$ cat src/hdl/modexp_pkg.sv
// ----------------------------------------------------------------------------
// modexp_pkg: constants, control word and microprogram for the modular
// exponentiation core.
// Holds the prime, the Barrett reciprocal, the correction multiples and the
// read-only table of control words that the sequencer steps through.
// ----------------------------------------------------------------------------
package modexp_pkg;

	localparam int EXP_BITS_DEF = 63;

	localparam logic [63:0] PRIME_W = 64'd1000000007;
	localparam logic [31:0] PRIME = PRIME_W[31:0];
	localparam logic [63:0] R32_W = (64'd1 << 32) % PRIME_W;
	localparam logic [31:0] R32 = R32_W[31:0];
	localparam logic [63:0] BARRETT_M_W = (64'd1 << 61) / PRIME_W;
	localparam logic [31:0] BARRETT_M = BARRETT_M_W[31:0];

	localparam logic [32:0] PRIME_X1 = 33'(PRIME_W);
	localparam logic [32:0] PRIME_X2 = 33'(PRIME_W * 64'd2);
	localparam logic [32:0] PRIME_X3 = 33'(PRIME_W * 64'd3);
	localparam logic [32:0] PRIME_X4 = 33'(PRIME_W * 64'd4);
	localparam logic [32:0] PRIME_X5 = 33'(PRIME_W * 64'd5);
	localparam logic [32:0] PRIME_X6 = 33'(PRIME_W * 64'd6);

	localparam int PC_W = 5;

	localparam logic [PC_W-1:0] PC_WAIT     = 5'd0;
	localparam logic [PC_W-1:0] PC_BASE_MUL = 5'd1;
	localparam logic [PC_W-1:0] PC_BASE_EST = 5'd2;
	localparam logic [PC_W-1:0] PC_BASE_QP  = 5'd3;
	localparam logic [PC_W-1:0] PC_BASE_SUB = 5'd4;
	localparam logic [PC_W-1:0] PC_BASE_FIX = 5'd5;
	localparam logic [PC_W-1:0] PC_SQ_MUL   = 5'd6;
	localparam logic [PC_W-1:0] PC_SQ_EST   = 5'd7;
	localparam logic [PC_W-1:0] PC_SQ_QP    = 5'd8;
	localparam logic [PC_W-1:0] PC_SQ_SUB   = 5'd9;
	localparam logic [PC_W-1:0] PC_SQ_FIX   = 5'd10;
	localparam logic [PC_W-1:0] PC_MB_MUL   = 5'd11;
	localparam logic [PC_W-1:0] PC_MB_EST   = 5'd12;
	localparam logic [PC_W-1:0] PC_MB_QP    = 5'd13;
	localparam logic [PC_W-1:0] PC_MB_SUB   = 5'd14;
	localparam logic [PC_W-1:0] PC_MB_FIX   = 5'd15;
	localparam logic [PC_W-1:0] PC_NEXT     = 5'd16;
	localparam logic [PC_W-1:0] PC_FINAL    = 5'd17;

	typedef enum logic [2:0] {
		OP_BASE_HI,
		OP_SQUARE,
		OP_MUL_BASE,
		OP_ESTIMATE,
		OP_QUOT
	} opsel_t;

	typedef enum logic [2:0] {
		JC_NEVER,
		JC_INPUT,
		JC_BIT_CLEAR,
		JC_MORE_BITS,
		JC_OUT_FREE
	} jcond_t;

	typedef enum logic {
		DST_BASE,
		DST_ACC
	} dst_t;

	typedef struct packed {
		logic            mul_en;
		opsel_t          op;
		logic            x_en;
		logic            add_lo;
		logic            sub_en;
		logic            fix_en;
		dst_t            dst;
		logic            load_in;
		logic            shift_exp;
		logic            emit;
		jcond_t          cond;
		logic            hold;
		logic [PC_W-1:0] target;
	} ctl_t;

	localparam ctl_t CTL_NOP = '{
		mul_en: 1'b0, op: OP_SQUARE, x_en: 1'b0, add_lo: 1'b0, sub_en: 1'b0,
		fix_en: 1'b0, dst: DST_ACC, load_in: 1'b0, shift_exp: 1'b0, emit: 1'b0,
		cond: JC_NEVER, hold: 1'b0, target: PC_WAIT
	};

	function automatic ctl_t ucode(input logic [PC_W-1:0] pc);
		ctl_t c;
		c = CTL_NOP;
		case (pc)
			PC_WAIT: begin
				c.load_in = 1'b1;
				c.cond    = JC_INPUT;
				c.hold    = 1'b1;
				c.target  = PC_BASE_MUL;
			end
			PC_BASE_MUL: begin
				c.mul_en = 1'b1;
				c.op     = OP_BASE_HI;
			end
			PC_SQ_MUL: begin
				c.mul_en = 1'b1;
				c.op     = OP_SQUARE;
			end
			PC_MB_MUL: begin
				c.mul_en = 1'b1;
				c.op     = OP_MUL_BASE;
			end
			PC_BASE_EST: begin
				c.mul_en = 1'b1;
				c.op     = OP_ESTIMATE;
				c.x_en   = 1'b1;
				c.add_lo = 1'b1;
			end
			PC_SQ_EST, PC_MB_EST: begin
				c.mul_en = 1'b1;
				c.op     = OP_ESTIMATE;
				c.x_en   = 1'b1;
			end
			PC_BASE_QP, PC_SQ_QP, PC_MB_QP: begin
				c.mul_en = 1'b1;
				c.op     = OP_QUOT;
			end
			PC_BASE_SUB, PC_SQ_SUB, PC_MB_SUB: begin
				c.sub_en = 1'b1;
			end
			PC_BASE_FIX: begin
				c.fix_en = 1'b1;
				c.dst    = DST_BASE;
			end
			PC_SQ_FIX: begin
				c.fix_en = 1'b1;
				c.dst    = DST_ACC;
				c.cond   = JC_BIT_CLEAR;
				c.target = PC_NEXT;
			end
			PC_MB_FIX: begin
				c.fix_en = 1'b1;
				c.dst    = DST_ACC;
			end
			PC_NEXT: begin
				c.shift_exp = 1'b1;
				c.cond      = JC_MORE_BITS;
				c.target    = PC_SQ_MUL;
			end
			PC_FINAL: begin
				c.emit   = 1'b1;
				c.cond   = JC_OUT_FREE;
				c.hold   = 1'b1;
				c.target = PC_WAIT;
			end
			default: begin
				c.target = PC_WAIT;
				c.cond   = JC_OUT_FREE;
				c.hold   = 1'b0;
			end
		endcase
		return c;
	endfunction

endpackage

$ cat src/hdl/modular_exponentiation_core.sv
// ----------------------------------------------------------------------------
// modular_exponentiation_core: base to the power of exponent, modulo 1000000007.
// A microcoded sequencer runs square-and-multiply over the exponent bits on one
// shared 32x32 multiplier with a Barrett reduction after every product.
// ----------------------------------------------------------------------------
// One transaction is handled at a time. Each modular product runs through the
// steps product, quotient estimate, quotient times prime, subtract and
// correction, the first three on the shared multiplier; the base is reduced by
// one such product first. A multiply by the base follows the squaring only for
// set bits among the low EXP_BITS exponent bits, by default 63. The next input
// is accepted as soon as the result is in the output register.
module modular_exponentiation_core #(
	parameter int EXP_BITS = modexp_pkg::EXP_BITS_DEF
) (
	input  logic        clk,
	input  logic        arst_n,
	input  logic        in_valid,
	output logic        in_stall,
	input  logic [62:0] base,
	input  logic [62:0] exponent,
	output logic        out_valid,
	input  logic        out_stall,
	output logic [29:0] power_mod
);

	localparam int CNT_W = (EXP_BITS > 1) ? $clog2(EXP_BITS) : 1;

	logic [modexp_pkg::PC_W-1:0] pc_q;
	logic [modexp_pkg::PC_W-1:0] pc_d;
	modexp_pkg::ctl_t            ctl;
	logic                        jump;

	logic [CNT_W-1:0]    cnt_q;
	logic [EXP_BITS-1:0] exp_q;
	logic [30:0]         bh_q;
	logic [31:0]         bl_q;
	logic [29:0]         base_q;
	logic [29:0]         acc_q;
	logic [63:0]         prod_q;
	logic [60:0]         x_q;
	logic [32:0]         r_q;
	logic                out_valid_q;
	logic [29:0]         power_mod_q;

	logic [31:0] mul_a;
	logic [31:0] mul_b;
	logic [63:0] mul_p;
	logic [32:0] fixed;

	assign ctl      = modexp_pkg::ucode(pc_q);
	assign in_stall = (pc_q != modexp_pkg::PC_WAIT);

	always_comb begin
		case (ctl.cond)
			modexp_pkg::JC_INPUT:     jump = in_valid;
			modexp_pkg::JC_BIT_CLEAR: jump = !exp_q[EXP_BITS-1];
			modexp_pkg::JC_MORE_BITS: jump = (cnt_q != '0);
			modexp_pkg::JC_OUT_FREE:  jump = !(out_valid_q && out_stall);
			default:                  jump = 1'b0;
		endcase
		if (jump) begin
			pc_d = ctl.target;
		end else if (ctl.hold) begin
			pc_d = pc_q;
		end else begin
			pc_d = pc_q + 1'b1;
		end
	end

	always_comb begin
		case (ctl.op)
			modexp_pkg::OP_BASE_HI: begin
				mul_a = {1'b0, bh_q};
				mul_b = modexp_pkg::R32;
			end
			modexp_pkg::OP_SQUARE: begin
				mul_a = {2'b00, acc_q};
				mul_b = {2'b00, acc_q};
			end
			modexp_pkg::OP_MUL_BASE: begin
				mul_a = {2'b00, acc_q};
				mul_b = {2'b00, base_q};
			end
			modexp_pkg::OP_ESTIMATE: begin
				mul_a = prod_q[60:29];
				mul_b = modexp_pkg::BARRETT_M;
			end
			modexp_pkg::OP_QUOT: begin
				mul_a = prod_q[63:32];
				mul_b = modexp_pkg::PRIME;
			end
			default: begin
				mul_a = '0;
				mul_b = '0;
			end
		endcase
	end

	assign mul_p = {32'd0, mul_a} * {32'd0, mul_b};

	always_comb begin
		if (r_q >= modexp_pkg::PRIME_X6) begin
			fixed = r_q - modexp_pkg::PRIME_X6;
		end else if (r_q >= modexp_pkg::PRIME_X5) begin
			fixed = r_q - modexp_pkg::PRIME_X5;
		end else if (r_q >= modexp_pkg::PRIME_X4) begin
			fixed = r_q - modexp_pkg::PRIME_X4;
		end else if (r_q >= modexp_pkg::PRIME_X3) begin
			fixed = r_q - modexp_pkg::PRIME_X3;
		end else if (r_q >= modexp_pkg::PRIME_X2) begin
			fixed = r_q - modexp_pkg::PRIME_X2;
		end else if (r_q >= modexp_pkg::PRIME_X1) begin
			fixed = r_q - modexp_pkg::PRIME_X1;
		end else begin
			fixed = r_q;
		end
	end

	always_ff @(posedge clk or negedge arst_n) begin
		if (!arst_n) begin
			pc_q        <= modexp_pkg::PC_WAIT;
			out_valid_q <= 1'b0;
		end else begin
			pc_q <= pc_d;
			if (ctl.emit && jump) begin
				out_valid_q <= 1'b1;
			end else if (!out_stall) begin
				out_valid_q <= 1'b0;
			end
		end
	end

	always_ff @(posedge clk) begin
		if (ctl.load_in && in_valid) begin
			bh_q  <= base[62:32];
			bl_q  <= base[31:0];
			exp_q <= exponent[EXP_BITS-1:0];
			cnt_q <= CNT_W'(EXP_BITS - 1);
			acc_q <= 30'd1;
		end
		if (ctl.mul_en) begin
			prod_q <= mul_p;
		end
		if (ctl.x_en) begin
			x_q <= {1'b0, prod_q[59:0]} + (ctl.add_lo ? {29'd0, bl_q} : 61'd0);
		end
		if (ctl.sub_en) begin
			r_q <= x_q[32:0] - prod_q[32:0];
		end
		if (ctl.fix_en) begin
			if (ctl.dst == modexp_pkg::DST_BASE) begin
				base_q <= fixed[29:0];
			end else begin
				acc_q <= fixed[29:0];
			end
		end
		if (ctl.shift_exp) begin
			exp_q <= exp_q << 1;
			if (cnt_q != '0) begin
				cnt_q <= cnt_q - 1'b1;
			end
		end
		if (ctl.emit && jump) begin
			power_mod_q <= acc_q;
		end
	end

	assign out_valid = out_valid_q;
	assign power_mod = power_mod_q;

endmodule

$ cat config.mk
export PLATFORM = sky130hd
export DESIGN_NAME = modular_exponentiation_core
export DESIGN_NICKNAME = d
export VERILOG_FILES = /design/src/hdl/modexp_pkg.sv /design/src/hdl/modular_exponentiation_core.sv
export SDC_FILE = /design/constraint.sdc
export NUM_CORES = 2
export LEC_CHECK = 0
export ABC_AREA = 0
export BUFFER_PORTS_ARGS = -buffer_cell sky130_fd_sc_hd__buf_2
export CORE_ASPECT_RATIO = 1.25
export CORE_UTILIZATION = 40
export CTS_CLUSTER_DIAMETER = 80
export CTS_CLUSTER_SIZE = 8
export DETAILED_ROUTE_END_ITERATION = 10
export PLACE_DENSITY_LB_ADDON = 0.15
export SETUP_SLACK_MARGIN = 0.5
export SYNTH_ARGS = -nofsm -noshare
export SYNTH_HDL_FRONTEND = slang
export SYNTH_SLANG_ARGS = --single-unit
$ cat constraint.sdc
create_clock -name clk -period 11.69 [get_ports clk]
set_input_delay 1.169 -clock clk [delete_from_list [all_inputs] [get_ports clk]]
set_output_delay 1.169 -clock clk [all_outputs]
set_load 0.005 [all_outputs]
==> impl_metrics.ini <==
[critical_path]
cp_common_cell = fa_1
path_class = reg2reg
cpPeakStageDelay_ps = 960
worstPathRequired_ps = 12030
setup.worst_path.start = pc_q[4]
r2r-end = prod_q[60]
cp_max_fo = 12
end_kind = register
r2r-start = pc_q[4]
arrival_ps = 11300
r2r_slack_ps = 730
slowest_stage = a21oi_1
cp_top_family = adder cells
ff2ff_path_depth = 32
crit_buf_inv = 8
worst_setup_path_start_kind = register

[die]
die_area_um2 = 132000
num_rows = 147
pin_count = 162
initial_core_util = 0.405
die_w_um = 325
fp.dieH_um = 405
core_area_um2 = 129000

[placement]
place.gp.congestion = 1.02
dp_cells = 7533
port_buffers = 161
hpwl_um = 166000

[route]
routed_wl_um = 199000
drt_iter0_drc = 3608
wl_per_cell_um = 26.0
via_per_inst = 5.53
first_pass_iters = 5
drc = 0
drtAntennaViolNets = 0
dr_total_vias = 42300

[timing]
skew_ps = 40.0
fin_tns_setup_ps = 0
max_clock_freq_mhz = 91.2
relSlewSlack = 0.141
tightestPinTransition_ps = 1280
final.period_utilization = 0.938
rsz0062_at_grt = yes
slew_violations = 0
timing.hold.ws_ps = 389
finalHoldViolCount = 0
setup_viol = 0
final.min_clock_period_ps = 10960

[clock_network]
cts_tree = yes
worstSkewPairLatency_ps = 620
clk_path_buf_depth = 3
clock_sinks = 358
cts_hold_buf = 0
clkTransAtPathRegs_ps = 60
h-tree-depth = 2
cts_root_buf = clkbuf_16
cts_buffers = 53

[logic_synthesis]
synthMostInstantiatedCell = inv_1
ys_seq_area_frac = 0.199
ys_warn_count = 0
synth_edf_count = 315
netlist_top_cells_count = inv_1, fa_1, nor2_1
synthFlopType = edfxtp_1
ys_async_sr_fraction = 0.0168
synth_area_um2 = 52100
synth_cells = 5665
synth.distinct_cells = 81
synth_area_leaders = fa_1, edfxtp_1, ha_1, inv_1, nor2_1
synth_top_area_frac = 0.333
ys_ff_latch = 358
syn_avg_cell_area_um2 = 9.20
yosysTopAreaCell = fa_1

[cells_and_area]
final_nets = 7280
area_delta_synth_final_pct = 12.2
drive_gt1_frac = 0.106
layout.cells.non_filler = 7656

[grt]
grt-ovfl-total = 0
grt_max_degree = 91
grtUsageTotal = 0.306
grt_pass1_wl_um = 294000
antenna_found_initial = 16
grt_pass1_vias = 43900

[run]
drv_cap = 0

[status]
outcome = finished, final reports clean

[hold_path]
hp-class = in2async
logic make-up (layout without fill, tap and decap cells):
kind of cell               after synthesis  after routing  synth area share
and+or+nand+nor                       1692           1692             0.138
buffers and inverters                 1312           1578            0.0947
adders and majority gates             1241           1241             0.423
AOI/OAI and AO/OA                      908            909             0.119
DFF                                    358            358             0.199
xor gates and xnor gates               144            144            0.0242
muxes                                    8              8           0.00163
other                                    2             13          0.000144
cell usage in the layout (no fill, tap or decap), drive strengths merged, types with 12 or more instances in the layout:
master,count
inv,1037
fa,867
nor2,719
nand2,619
buf,453
ha,374
edfxtp,315
a21oi,225
o21ai,146
xnor2,112
a22o,80
clkbuf,80
a21o,75
and2,58
a211oi,57
and3,53
nor3,53
o21a,46
nand3,42
a211o,38
dfxtp,37
xor2,32
nand2b,28
a31oi,28
nand4,23
o31ai,23
o211ai,22
or2,20
nor2b,19
a22oi,17
o21bai,13
or3,12
a221oi,12
stage by stage:
stage	setup WS (ps)	area, µm²	util
finish	731	58500	0.454
detailed placement	155	56400	0.438
CTS	531	58000	0.451
global route	424	58500	0.454
global placement	297	56400	0.438
floorplan	1120	52100	-
area by class of cell:
type | instances | area [µm²]
Clock buffer | 80 | 1460
Sequential cell | 358 | 10300
Fill cell | 12800 | 70300
Timing Repair Buffer | 453 | 3080
Tap cell | 1713 | 2140
Antenna cell | 2 | 5.00
Multi-Input combinational cell | 4005 | 37400
Clock inverter | 7 | 124
Inverter | 1038 | 3900
worst register-to-register path, delay by kind of cell, from the launching register on:
kind                       cells  cell delay (ps)
adders and majority gates      9             4570
and+or+nand+nor                9             2450
AOI/OAI and AO/OA              5             2010
buffers and inverters          8             1190
DFF                            1              340
xor gates and xnor gates       1              140
worst max path at each step:
stage / slack, ps / cells past startpoint / end
final: 730 / 32 / prod_q[60]
after global routing: 420 / 37 / prod_q[60]
after CTS: 530 / 35 / prod_q[60]
after detailed placement: 160 / 34 / prod_q[56]
after global placement: 300 / 34 / prod_q[56]
after floorplan: 1120 / 35 / prod_q[60]
registers in the layout (all words and copies together), names as in the netlist:
signal	cells
prod_q	64
exp_q	63
r_q	33
x_q	33
bl_q	32
bh_q	31
acc_q	30
base_q	30
power_mod	30
cnt_q	6
pc_q	5
out_valid	1
layer usage:
layer,up-vias,track usage,part of all wire
met5,-,0,0.00048
met4,14,0.163,0.064
met3,467,0.0641,0.083
met2,1835,0.483,0.45
met1,21400,0.394,0.40
li1,18600,-,-
timing repair:
action / CTS / global route
gates resized for setup: 7 / 34
buffers inserted: 7 / 26
gates cloned: 0 / 1
pin swaps: 2 / 11
setup endpoints to repair: 9 / 16
Power is not shown: default switching activity piles up to over one toggle a cycle in this logic, so the estimate is an artifact.
